$ cat src/rtl/sdtq_pkg.sv
// Shared types and codes of the sorted deadline timer queue.
package sdtq_pkg;

  localparam int TW  = 64;  // deadline and tick counter width
  localparam int IW  = 32;  // timer id and tag width
  localparam int PCW = 5;   // reported pending count width
  localparam int MAX_RESULTS = 16;
  localparam int TNW = $clog2(MAX_RESULTS + 1);

  localparam logic [1:0] OP_TICK      = 2'd0;
  localparam logic [1:0] OP_SET       = 2'd1;
  localparam logic [1:0] OP_CLEAR     = 2'd2;
  localparam logic [1:0] OP_CLEAR_ALL = 2'd3;

  localparam logic [2:0] KIND_SET       = 3'd0;
  localparam logic [2:0] KIND_CLEAR     = 3'd1;
  localparam logic [2:0] KIND_CLEAR_ALL = 3'd2;
  localparam logic [2:0] KIND_EXPIRY    = 3'd3;
  localparam logic [2:0] KIND_TICK_IDLE = 3'd4;

  localparam logic [1:0] ST_OK        = 2'd0;
  localparam logic [1:0] ST_FULL      = 2'd1;
  localparam logic [1:0] ST_NOT_FOUND = 2'd2;

  typedef struct packed {
    logic [TW-1:0] deadline;
    logic [IW-1:0] id;
    logic [IW-1:0] tag;
  } sdtq_entry_t;

  typedef struct packed {
    logic [2:0]     kind;
    logic [1:0]     status;
    logic [IW-1:0]  timer_id;
    logic [IW-1:0]  tag;
    logic [PCW-1:0] pending;
    logic           last;
  } sdtq_result_t;

endpackage

$ cat src/rtl/sdtq_ram.sv
// Generic single-write, single-read RAM with registered read data.
module sdtq_ram #(
  parameter int WIDTH = 8,
  parameter int DEPTH = 16
) (
  input  logic                     clk,
  input  logic                     we,
  input  logic [$clog2(DEPTH)-1:0] waddr,
  input  logic [WIDTH-1:0]         wdata,
  input  logic                     re,
  input  logic [$clog2(DEPTH)-1:0] raddr,
  output logic [WIDTH-1:0]         rdata
);

  logic [WIDTH-1:0] mem [DEPTH];

  always_ff @(posedge clk) begin
    if (we) begin
      mem[waddr] <= wdata;
    end
    if (re) begin
      rdata <= mem[raddr];
    end
  end

endmodule

$ cat src/rtl/sdtq_out_reg.sv
// Result output register: holds one beat until the sink takes it.
module sdtq_out_reg import sdtq_pkg::*; (
  input  logic         clk,
  input  logic         rst_n,
  input  logic         push,
  input  sdtq_result_t push_beat,
  output logic         free,
  output logic         out_valid,
  input  logic         out_stall,
  output sdtq_result_t beat
);

  logic valid_r, valid_nxt;

  assign free      = !valid_r || !out_stall;
  assign out_valid = valid_r;

  always_comb begin
    valid_nxt = valid_r;
    if (push) begin
      valid_nxt = 1'b1;
    end else if (!out_stall) begin
      valid_nxt = 1'b0;
    end
  end

  always_ff @(posedge clk) begin
    if (!rst_n) begin
      valid_r <= 1'b0;
    end else begin
      valid_r <= valid_nxt;
    end
  end

  always_ff @(posedge clk) begin
    if (push) begin
      beat <= push_beat;
    end
  end

endmodule

$ cat src/rtl/sorted_deadline_timer_queue.sv
// Sorted deadline timer queue: top level, sequencer and entry memory.
//
//  channel  dir  handshake            beat contents
//  -------  ---  -------------------  -------------------------------------------
//  in_      in   in_valid/in_stall    opcode, delay_ticks, payload_tag, target_id
//  out_     out  out_valid/out_stall  result_kind, status, timer_id, expired_tag,
//                                     pending_count, last_result
//
// One input beat is worked on at a time; in_stall is low only when the sequencer is idle.
// Set: a shift walk from the tail moves each entry with a later or equal deadline up one slot.
// Clear: a search and close-up walk over the stored entries.
// Tick: expired entries are taken off the head in turn; clear-all and a refused set go straight
// to the reply. Each walk step is one access on the single read port of the entry memory.
// Synchronous active-low reset empties the queue at once: no clearing pass.
// A stalled output register holds the sequencer in place; no beat is dropped.
module sorted_deadline_timer_queue import sdtq_pkg::*; #(
  parameter int QUEUE_DEPTH = 16
) (
  input  logic            clk,
  input  logic            rst_n,
  input  logic            in_valid,
  output logic            in_stall,
  input  logic [1:0]      in_opcode,
  input  logic [31:0]     in_delay_ticks,
  input  logic [31:0]     in_payload_tag,
  input  logic [31:0]     in_target_id,
  output logic            out_valid,
  input  logic            out_stall,
  output logic [2:0]      out_result_kind,
  output logic [1:0]      out_status,
  output logic [31:0]     out_timer_id,
  output logic [31:0]     out_expired_tag,
  output logic [PCW-1:0]  out_pending_count,
  output logic            out_last_result
);

  localparam int AW = $clog2(QUEUE_DEPTH);
  localparam int CW = $clog2(QUEUE_DEPTH + 1);
  localparam logic [CW-1:0] DEPTH_C = CW'(QUEUE_DEPTH);

  // sequencer states
  localparam logic [2:0] S_IDLE     = 3'd0;
  localparam logic [2:0] S_SET_ADD  = 3'd1;
  localparam logic [2:0] S_SET_WALK = 3'd2;
  localparam logic [2:0] S_SET_PUT  = 3'd3;
  localparam logic [2:0] S_CLR_WALK = 3'd4;
  localparam logic [2:0] S_TICK_CHK = 3'd5;
  localparam logic [2:0] S_REPLY    = 3'd6;

  // Entries live in a circular buffer; logical slot 0 is the head (earliest deadline).
  function automatic logic [AW-1:0] phys(input logic [AW-1:0] base,
                                         input logic [CW-1:0] off);
    logic [CW:0] s;
    s = (CW+1)'(base) + (CW+1)'(off);
    if (s >= (CW+1)'(QUEUE_DEPTH)) begin
      s = s - (CW+1)'(QUEUE_DEPTH);
    end
    return s[AW-1:0];
  endfunction

  logic [2:0]    state_r, state_nxt;
  logic [TW-1:0] now_r, now_nxt;
  logic [CW-1:0] cnt_r, cnt_nxt;
  logic [AW-1:0] head_r, head_nxt;
  logic [IW-1:0] next_id_r, next_id_nxt;
  logic [CW-1:0] idx_r, idx_nxt;
  logic          found_r, found_nxt;
  logic [IW-1:0] delay_r, delay_nxt;
  logic [IW-1:0] tag_r, tag_nxt;
  logic [IW-1:0] target_r, target_nxt;
  logic [TW-1:0] dl_r, dl_nxt;
  logic [IW-1:0] id_r, id_nxt;
  logic [2:0]    rep_kind_r, rep_kind_nxt;
  logic [1:0]    rep_status_r, rep_status_nxt;
  logic [IW-1:0] rep_id_r, rep_id_nxt;
  logic [TNW-1:0] tick_n_r, tick_n_nxt;
  logic          pend_valid_r, pend_valid_nxt;
  logic [IW-1:0] pend_id_r, pend_id_nxt;
  logic [IW-1:0] pend_tag_r, pend_tag_nxt;
  logic [CW-1:0] pend_cnt_r, pend_cnt_nxt;

  logic          ram_we, ram_re;
  logic [AW-1:0] ram_waddr, ram_raddr;
  sdtq_entry_t   ram_wdata, ram_rdata, new_entry;

  logic          push, free, in_accept, expire, match;
  sdtq_result_t  push_beat, beat;

  assign in_stall  = (state_r != S_IDLE);
  assign in_accept = in_valid && !in_stall;
  assign new_entry = '{deadline: dl_r, id: id_r, tag: tag_r};
  assign expire    = (cnt_r != '0) && (ram_rdata.deadline <= now_r)
                     && (tick_n_r < TNW'(MAX_RESULTS));
  assign match     = !found_r && (ram_rdata.id == target_r);

  always_comb begin
    state_nxt      = state_r;
    now_nxt        = now_r;
    cnt_nxt        = cnt_r;
    head_nxt       = head_r;
    next_id_nxt    = next_id_r;
    idx_nxt        = idx_r;
    found_nxt      = found_r;
    delay_nxt      = delay_r;
    tag_nxt        = tag_r;
    target_nxt     = target_r;
    dl_nxt         = dl_r;
    id_nxt         = id_r;
    rep_kind_nxt   = rep_kind_r;
    rep_status_nxt = rep_status_r;
    rep_id_nxt     = rep_id_r;
    tick_n_nxt     = tick_n_r;
    pend_valid_nxt = pend_valid_r;
    pend_id_nxt    = pend_id_r;
    pend_tag_nxt   = pend_tag_r;
    pend_cnt_nxt   = pend_cnt_r;
    ram_we         = 1'b0;
    ram_waddr      = head_r;
    ram_wdata      = new_entry;
    ram_re         = 1'b0;
    ram_raddr      = head_r;
    push           = 1'b0;
    push_beat      = '0;

    unique case (state_r)
      S_IDLE: begin
        if (in_accept) begin
          delay_nxt  = in_delay_ticks;
          tag_nxt    = in_payload_tag;
          target_nxt = in_target_id;
          unique case (in_opcode)
            OP_SET: begin
              if (cnt_r >= DEPTH_C) begin
                rep_kind_nxt   = KIND_SET;
                rep_status_nxt = ST_FULL;
                rep_id_nxt     = '0;
                state_nxt      = S_REPLY;
              end else begin
                id_nxt      = next_id_r;
                next_id_nxt = (next_id_r == '1) ? IW'(1) : next_id_r + IW'(1);
                state_nxt   = S_SET_ADD;
              end
            end
            OP_CLEAR: begin
              if (cnt_r == '0) begin
                rep_kind_nxt   = KIND_CLEAR;
                rep_status_nxt = ST_NOT_FOUND;
                rep_id_nxt     = '0;
                state_nxt      = S_REPLY;
              end else begin
                ram_re    = 1'b1;
                ram_raddr = head_r;
                idx_nxt   = '0;
                found_nxt = 1'b0;
                state_nxt = S_CLR_WALK;
              end
            end
            OP_CLEAR_ALL: begin
              cnt_nxt        = '0;
              rep_kind_nxt   = KIND_CLEAR_ALL;
              rep_status_nxt = ST_OK;
              rep_id_nxt     = '0;
              state_nxt      = S_REPLY;
            end
            OP_TICK: begin
              now_nxt        = now_r + TW'(1);
              ram_re         = 1'b1;
              ram_raddr      = head_r;
              tick_n_nxt     = '0;
              pend_valid_nxt = 1'b0;
              state_nxt      = S_TICK_CHK;
            end
          endcase
        end
      end

      S_SET_ADD: begin
        dl_nxt = now_r + {{(TW-IW){1'b0}}, delay_r};
        if (cnt_r == '0) begin
          idx_nxt   = '0;
          state_nxt = S_SET_PUT;
        end else begin
          ram_re    = 1'b1;
          ram_raddr = phys(head_r, cnt_r - CW'(1));
          idx_nxt   = cnt_r - CW'(1);
          state_nxt = S_SET_WALK;
        end
      end

      // walk down from the tail, moving each later-or-equal entry up one slot
      S_SET_WALK: begin
        ram_we    = 1'b1;
        ram_waddr = phys(head_r, idx_r + CW'(1));
        if (ram_rdata.deadline >= dl_r) begin
          ram_wdata = ram_rdata;
          if (idx_r == '0) begin
            state_nxt = S_SET_PUT;
          end else begin
            ram_re    = 1'b1;
            ram_raddr = phys(head_r, idx_r - CW'(1));
            idx_nxt   = idx_r - CW'(1);
          end
        end else begin
          ram_wdata      = new_entry;
          cnt_nxt        = cnt_r + CW'(1);
          rep_kind_nxt   = KIND_SET;
          rep_status_nxt = ST_OK;
          rep_id_nxt     = id_r;
          state_nxt      = S_REPLY;
        end
      end

      S_SET_PUT: begin
        ram_we         = 1'b1;
        ram_waddr      = phys(head_r, idx_r);
        ram_wdata      = new_entry;
        cnt_nxt        = cnt_r + CW'(1);
        rep_kind_nxt   = KIND_SET;
        rep_status_nxt = ST_OK;
        rep_id_nxt     = id_r;
        state_nxt      = S_REPLY;
      end

      // search for the id; once found, every later entry moves down one slot
      S_CLR_WALK: begin
        if (found_r) begin
          ram_we    = 1'b1;
          ram_waddr = phys(head_r, idx_r - CW'(1));
          ram_wdata = ram_rdata;
        end
        if (idx_r + CW'(1) < cnt_r) begin
          ram_re    = 1'b1;
          ram_raddr = phys(head_r, idx_r + CW'(1));
          idx_nxt   = idx_r + CW'(1);
          found_nxt = found_r || match;
        end else begin
          if (found_r || match) begin
            cnt_nxt = cnt_r - CW'(1);
          end
          rep_kind_nxt   = KIND_CLEAR;
          rep_status_nxt = (found_r || match) ? ST_OK : ST_NOT_FOUND;
          rep_id_nxt     = '0;
          state_nxt      = S_REPLY;
        end
      end

      // head expiry: one expired entry is held back so that its last flag is known
      S_TICK_CHK: begin
        if (expire) begin
          if (!pend_valid_r || free) begin
            if (pend_valid_r) begin
              push      = 1'b1;
              push_beat = '{kind: KIND_EXPIRY, status: ST_OK, timer_id: pend_id_r,
                            tag: pend_tag_r, pending: PCW'(pend_cnt_r), last: 1'b0};
            end
            pend_valid_nxt = 1'b1;
            pend_id_nxt    = ram_rdata.id;
            pend_tag_nxt   = ram_rdata.tag;
            pend_cnt_nxt   = cnt_r - CW'(1);
            cnt_nxt        = cnt_r - CW'(1);
            head_nxt       = phys(head_r, CW'(1));
            tick_n_nxt     = tick_n_r + TNW'(1);
            ram_re         = 1'b1;
            ram_raddr      = phys(head_r, CW'(1));
          end
        end else if (free) begin
          push = 1'b1;
          if (pend_valid_r) begin
            push_beat = '{kind: KIND_EXPIRY, status: ST_OK, timer_id: pend_id_r,
                          tag: pend_tag_r, pending: PCW'(pend_cnt_r), last: 1'b1};
          end else begin
            push_beat = '{kind: KIND_TICK_IDLE, status: ST_OK, timer_id: '0,
                          tag: '0, pending: PCW'(cnt_r), last: 1'b1};
          end
          pend_valid_nxt = 1'b0;
          state_nxt      = S_IDLE;
        end
      end

      S_REPLY: begin
        if (free) begin
          push      = 1'b1;
          push_beat = '{kind: rep_kind_r, status: rep_status_r, timer_id: rep_id_r,
                        tag: '0, pending: PCW'(cnt_r), last: 1'b1};
          state_nxt = S_IDLE;
        end
      end

      default: begin
        state_nxt = S_IDLE;
      end
    endcase
  end

  always_ff @(posedge clk) begin
    if (!rst_n) begin
      state_r      <= S_IDLE;
      now_r        <= '0;
      cnt_r        <= '0;
      head_r       <= '0;
      next_id_r    <= IW'(1);
      pend_valid_r <= 1'b0;
    end else begin
      state_r      <= state_nxt;
      now_r        <= now_nxt;
      cnt_r        <= cnt_nxt;
      head_r       <= head_nxt;
      next_id_r    <= next_id_nxt;
      pend_valid_r <= pend_valid_nxt;
    end
  end

  always_ff @(posedge clk) begin
    idx_r        <= idx_nxt;
    found_r      <= found_nxt;
    delay_r      <= delay_nxt;
    tag_r        <= tag_nxt;
    target_r     <= target_nxt;
    dl_r         <= dl_nxt;
    id_r         <= id_nxt;
    rep_kind_r   <= rep_kind_nxt;
    rep_status_r <= rep_status_nxt;
    rep_id_r     <= rep_id_nxt;
    tick_n_r     <= tick_n_nxt;
    pend_id_r    <= pend_id_nxt;
    pend_tag_r   <= pend_tag_nxt;
    pend_cnt_r   <= pend_cnt_nxt;
  end

  sdtq_ram #(
    .WIDTH ($bits(sdtq_entry_t)),
    .DEPTH (QUEUE_DEPTH)
  ) u_entries (
    .clk   (clk),
    .we    (ram_we),
    .waddr (ram_waddr),
    .wdata (ram_wdata),
    .re    (ram_re),
    .raddr (ram_raddr),
    .rdata (ram_rdata)
  );

  sdtq_out_reg u_out (
    .clk       (clk),
    .rst_n     (rst_n),
    .push      (push),
    .push_beat (push_beat),
    .free      (free),
    .out_valid (out_valid),
    .out_stall (out_stall),
    .beat      (beat)
  );

  assign out_result_kind   = beat.kind;
  assign out_status        = beat.status;
  assign out_timer_id      = beat.timer_id;
  assign out_expired_tag   = beat.tag;
  assign out_pending_count = beat.pending;
  assign out_last_result   = beat.last;

  // occupancy never exceeds the queue depth
  a_cnt_bound: assert property (@(posedge clk) disable iff (!rst_n)
    cnt_r <= DEPTH_C)
    else $error("entry count above queue depth");

  // id zero is never handed out
  a_id_nonzero: assert property (@(posedge clk) disable iff (!rst_n)
    next_id_r != '0)
    else $error("next timer id is zero");

  // clear-all leaves an empty queue
  a_clear_all: assert property (@(posedge clk) disable iff (!rst_n)
    in_accept && (in_opcode == OP_CLEAR_ALL) |=> cnt_r == '0)
    else $error("queue not empty after clear-all");

  // memory is only written by the set walk, set put and clear walk states
  a_we_state: assert property (@(posedge clk) disable iff (!rst_n)
    ram_we |-> (state_r == S_SET_WALK) || (state_r == S_SET_PUT)
               || (state_r == S_CLR_WALK))
    else $error("entry write outside a walk");

  // an expiry beat always comes from a held-back expired entry
  a_expiry_src: assert property (@(posedge clk) disable iff (!rst_n)
    push && (push_beat.kind == KIND_EXPIRY) |-> (state_r == S_TICK_CHK) && pend_valid_r
                                                && (tick_n_r != '0))
    else $error("expiry beat without a pending entry");

endmodule
$ cat config.mk
export PLATFORM = sky130hd
export DESIGN_NAME = sorted_deadline_timer_queue
export DESIGN_NICKNAME = d
export VERILOG_FILES = /design/src/rtl/sdtq_pkg.sv /design/src/rtl/sdtq_ram.sv /design/src/rtl/sdtq_out_reg.sv /design/src/rtl/sorted_deadline_timer_queue.sv
export SDC_FILE = /design/constraint.sdc
export NUM_CORES = 2
export LEC_CHECK = 0
export ABC_AREA = 1
export BUFFER_PORTS_ARGS = -buffer_cell sky130_fd_sc_hd__buf_2
export CAP_MARGIN = 20
export CORE_MARGIN = 5
export CORE_UTILIZATION = 50
export CTS_CLUSTER_SIZE = 16
export DETAILED_ROUTE_END_ITERATION = 10
export PLACE_DENSITY = 0.65
export SLEW_MARGIN = 20
export SYNTH_ARGS = -nofsm -noshare
export SYNTH_HDL_FRONTEND = slang
export SYNTH_SLANG_ARGS = --single-unit
$ cat constraint.sdc
create_clock -name clk -period 19.4 [get_ports clk]
set_input_delay 2.91 -clock clk [delete_from_list [all_inputs] [get_ports clk]]
set_output_delay 2.91 -clock clk [all_outputs]
set_load 0.03 [all_outputs]
Yosys cells after proc, flatten, opt, wreduce, memory -nomap -nowiden
Memories as Yosys holds them, arrays and structs flattened. A register that Yosys moved wholly into a read port is not among the register bits.
Index checks and enable logic that the tools add are counted.
- memories kept: 1
- bits of input ports: 102
- logic and storage cells: 234
- register bits after elaboration: 494
- bits in writable memories: 2048
- output and inout bits: 77
- bitwise operators: 1
- reductions and logical operators: 35
- add/subtract/negate cells: 18
- muxes and demuxes: 110
- magnitude comparators: 10
- equality and inequality tests: 32
- memories (memory ; words ; width ; rd ports ; clocked after memory_dff ; wr ports ; RTL line ; RTL):
    u_entries.mem ; 16 ; 128 ; 1 ; 1 ; 1 ; sdtq_ram.sv:15 ; logic [WIDTH-1:0] mem [DEPTH];
- operators by type and width (operator ; number):
    75-bit two-way mux ; 4
    128-bit two-way mux ; 2
    128-bit one-hot mux with 2 select lines ; 1
    32-bit two-way mux ; 6
    75-bit one-hot mux with 2 select lines ; 1
    74-bit two-way mux ; 2
    32-bit one-hot mux with 4 select lines ; 1
    32-bit one-hot mux with 3 select lines ; 1
    5-bit two-way mux ; 18
    64-bit by 1-bit adder with 64-bit output, second input constant ; 1
    64-bit by 32-bit adder with 64-bit output ; 1
    64-bit >= comparator ; 1
    64-bit <= comparator ; 1
    4-bit two-way mux ; 12
    3-bit two-way mux ; 12
    32-bit by 1-bit adder with 32-bit output, second input constant ; 1
    32-bit == test ; 1
    32-bit == test, second input constant ; 1
    1-bit two-way mux ; 26
    5-bit one-hot mux with 5 select lines ; 1
    4-bit by 5-bit adder with 6-bit output ; 4
    6-bit by 5-bit >= comparator with 1-bit output, second input constant ; 4
    3-bit one-hot mux with 4 select lines ; 2
    2-bit inequality test, second input constant ; 11
    other kinds (44) ; 91

Logic depth before layout (Yosys ltp)
- word-level depth: 7
- depth in mapped cells: 29
- depth with buffers taken out: 27

Cells and area by module
A second synthesis with hierarchy kept.
- cell total of the unflattened synthesis: 10898
- area total of the unflattened synthesis: 116406.6 um^2
- by module, submodules not included (module ; cells an instance ; instances ; area each (um^2) ; seq. area each (um^2)):
    sdtq_ram ; 7786 ; 1 ; 88899.0 ; 65342.7
    sorted_deadline_timer_queue ; 3032 ; 1 ; 25212.9 ; 11431.0
    sdtq_out_reg ; 80 ; 1 ; 2294.7 ; 2272.2

Worst setup path before layout
Ideal clock, no wire load.
- kind: input to register
- from: input port in_opcode[1]
- to: register u_entries.rdata[0] (read register of u_entries.mem), enable pin
- setup slack: 6.572 ns
- data arrival time: 12.036 ns
- stages: 3
- required time: 18.608 ns
- buffers on the path: 0
- library setup time: 0.792 ns
- cells stage by stage: inv_1 -> o21ai_0 -> o21ai_0
- cells in the longest elaborated chain, start to end: 4
- elaborated cells on any way between the ends: 5
- classes of those cells: eq/ne (1); mux (3); reduce/logical (1)
- RTL lines (item ; RTL line ; RTL):
    from (decl) ; sorted_deadline_timer_queue.sv:23 ; input logic [1:0] in_opcode,
    2-bit == test or 2-bit logical NOT (tied branches) ; sorted_deadline_timer_queue.sv:131 ; unique case (in_opcode)
    1-bit one-hot mux with 2 select lines * ; sorted_deadline_timer_queue.sv:131 ;
    1-bit two-way mux * ; sorted_deadline_timer_queue.sv:127 ; if (in_accept) begin
    1-bit one-hot mux with 5 select lines * ; sorted_deadline_timer_queue.sv:125 ; unique case (state_r)
    named net ram_re ; sorted_deadline_timer_queue.sv:82 ; logic ram_we, ram_re;
    to (decl) ; sdtq_ram.sv:12 ; output logic [WIDTH-1:0] rdata
The timed path passes the listed nets; every way through them passes the cells marked *.
A chain may end at the register's enable or synchronous reset.

Worst setup path after layout
- from: input port out_stall
- to: register u_entries.rdata[1] (read register of u_entries.mem), data pin
- cells in the longest elaborated chain, start to end: 6
- elaborated cells on any way between the ends: 9
- classes of those cells: mux (6); reduce/logical (3)
- RTL lines (item ; RTL line ; RTL):
    from (decl) ; sorted_deadline_timer_queue.sv:28 ; input logic out_stall,
    1-bit logical NOT * ; sdtq_out_reg.sv:15 ; assign free = !valid_r || !out_stall;
    1-bit logical OR * ; sdtq_out_reg.sv:15 ;
    1-bit logical OR * ; sorted_deadline_timer_queue.sv:250 ; if (!pend_valid_r || free) begin
    1-bit two-way mux or 4-bit two-way mux (tied branches) (2 in a row) ; - ;
    1-bit one-hot mux with 5 select lines or 4-bit one-hot mux with 4 select lines (tied branches) ; sorted_deadline_timer_queue.sv:125 ;
Mark *: on every way between the ends. The rest lies on a longest branch, timed or not.

==> results.md <==
* Full die area at 248000 um^2
* Critical Path RT at roughly 20 ns
* Unrepaired setup endpoints after global routing: false
* Net Count, Synth at 11400
* Hold buffers post-CTS at 0
* Total Wirelength at 323 mm
* M1 GR Usage at a little under two fifths
* Worst reg2reg path depth at 21
* Critical path arrival at between 8 and 9 ns
* Vias per cell at approximately 5.6
* Placer Congestion at around 0.93
* Final Setup Violations at 0
* Clk_skew at between 0.05 and 0.06 ns
* Vias in the first global route at between 70000 and 80000
* Wire per inst at about 22 um
* Max-slew violation count at 0
* Antenna viol nets, final at 0
* Crit Path Max Fanout at between 200 and 250
* CTS Buf Count at 296
* M3 GR Usage at under 10%
* Syn_area_per_cell at 10.7 um^2
* Clock sink total at between 2000 and 3000
* Yosys top cell area share at ~65%
* Fin cells at 14500
* Pwr Density at around 190 nW/um^2
* Commonest non-fill, non-tap cell in the layout: edfxtp_1
* Post-synth cell types at between 50 and 60
* CTS root buf: clkbuf_16
* Leading post-synthesis cells by cell area: edfxtp_1 (65%), nand3_1 (10%), nand2_1 (6.7%)
* Sw frac at around 42%
* EDFF count, synth at 2559
* Detailed Routing Iterations Pass 1 at 6
* Setup TNS at 0 ns
* Final min period at 7.85 ns
* Clk pwr share at 21.7%
* Post-Syn Instances at roughly 11000
* Via count at between 80000 and 90000
* TritonCTS clock tree: yes
* WHS Path Cells at 0
* Worst Hold Class: flop to flop
* Skew-Pair Late Insertion Delay at between 0.9 and 1 ns
* Slew HR at a little over an eighth
* Busiest layer in global routing: met2
* Antenna violations before repair at 6
* Leak at between 50 and 60 nW
* H-tree levels at 5
* Setup bufs post-CTS at 0
* Die height at between 400 and 500 um
* Met2 track utilization from global routing at between 30% and 40%
* Total track usage at between 20% and 30%
* Iter 0 DRT Violations at 9569
* Post-synth ARST share at 0%
* I/O pin count at 179
* Largest net degree at the start of global routing at 220
* Maximum clock rate at approximately 130 MHz
* Hold Vio Cnt, Final at 0
* Max-cap violation count at 0
* Cell Int Power at between 10 and 15 mW
* Placeable Area at 237000 um^2
* Status: completed
* Share of layout cells above drive strength 1 at about 7.9%
* Synth area leader: edfxtp_1
* Area grow syn2layout at 11.3%
* Die width at between 400 and 500 um
* Worst-margin pin slew at ~1.3 ns
* Initial core utilization at between 50 and 60%
* Fin area at around 130000 um^2
* IO Port Bufs at ~180
* Max IR drop VDD at 0.251 mV
* Setup crit start kind: primary input
* Most frequent cells in the layout: edfxtp_1 (2559), nand3_1 (2378), nand2_1 (2115)
* Psw at about 10 mW
* Ys Warns at 0
* Dpl cell area at roughly 120000 um^2
* Sequential share of power at between 30% and 40%
* Comb power frac at a little over two fifths
* Rows at roughly 180
* Final Cycle Share at 40.5%
* Post-CTS Resized at 0
* GRT overflow at 0
* Setup CP Type: primary input to flop
* Worst-path clk slew at roughly 0.06 ns
* Worst hold slack at roughly 0.43 ns
* Nets at around 11000
* Global-route wire length before repair at 485 mm
* Drc violations at 0
* Top_reg_cell synth: edfxtp_1
* Longest Clk Path Bufs at 4
* Synth Cell Area at roughly 120000 um^2
* Yosys reg bits at 2669
* Critical path capture point type: flop
* Post-DP HPWL at 165 mm
* Sequential fraction of the synthesis area at roughly 66%
* Placed Cells at ~14000
layout make-up:
class,count,area (um^2)
fill,19900,105000
sequential,2669,79000
multi-input combinational,6094,31200
clock buffer,385,7980
inverter,1713,6450
tap,3167,3960
timing repair buffer,376,2730
clock inverter,122,1110
antenna,3,7.51
cell families after synthesis:
logic type / synth area share, %
AND/OR/NAND/NOR: 20.4
flip-flops: 66.4
buffers and inverters: 7.57
AO/OA/AOI/OAI: 2.35
adder cells (fa/ha/maj): 2.02
XOR/XNOR: 0.906
multiplexers: 0.312
sequential cells by signal (all words and copies together) (netlist names), 2 cells and up:
register	count
cnt_r	5
delay_r	32
dl_r	64
head_r	4
id_r	32
idx_r	5
next_id_r	32
now_r	64
pend_cnt_r	5
pend_id_r	32
pend_tag_r	32
rep_id_r	32
rep_kind_r	2
rep_status_r	2
state_r	3
tag_r	32
target_r	32
tick_n_r	5
u_entries.mem	2048
u_entries.rdata	128
u_out.beat	75
critical path, stage by stage:
cell     delay, ns
buf_2         0.08
nand2_1       0.18
nor2_1        0.54
nand2_1       0.10
nand2_1       0.09
nand3_1       0.07
nand3_1       0.15
nand3_4       0.46
nand2_8       0.71
buf_12        0.70
buf_4         0.87
buf_4         0.73
nand2_1       0.12
nand3_1       0.10
nand3_1       0.09
nand3_1       0.12
nand2_1       0.08
synthesized netlist by cell type (13+ instances only):
cell / n
inv_2: 16
o21ai_0: 191
nor4_1: 21
buf_1: 78
mux2_2: 33
xnor2_1: 44
xor2_1: 79
a21oi_1: 185
ha_1: 184
buf_2: 268
nand4_1: 45
dfxtp_1: 110
nor3_1: 70
edfxtp_1: 2559
nand3b_1: 263
clkbuf_1: 238
nor2_2: 13
inv_1: 1690
a22o_1: 32
nand3_1: 2379
nor2_1: 293
nand2_1: 2118
per-stage QoR:
stage	utilization, %	total power [mW]	worst slack [ns]
global route	55.8	26.1	11.16
CTS	55.7	24.7	11.72
detailed placement	51.9	19.3	10.74
floorplan	-	16.1	6.57
global placement	51.9	19.1	10.86
finish	55.8	24.7	11.55
power groups by stage:
stage / sequential, mW / clock (mW) / combinational, mW
final: 8.84 / 5.35 / 10.5
after global routing: 8.90 / 5.67 / 11.6
after CTS: 8.82 / 5.43 / 10.4
after detailed placement: 8.93 / 0 / 10.4
after global placement: 8.91 / 0 / 10.2
after floorplan: 9.01 / 0 / 7.09
metal layers:
layer / wire length (um) / vias to the layer above
li1: - / 37700
met1: 138000 / 39700
met2: 146000 / 3779
met3: 30900 / 603
met4: 8460 / 0
met5: 0 / -
final timing paths:
kind	from	end	slack, ns
setup / recovery	out_stall	u_entries.rdata[1]	11.55
setup reg to reg	u_entries.rdata[110]	u_entries.rdata[4]	11.99
hold reg to reg	next_id_r[27]	id_r[27]	0.43
hold / removal	next_id_r[27]	id_r[27]	0.43
(Power assumes the default switching activity.)
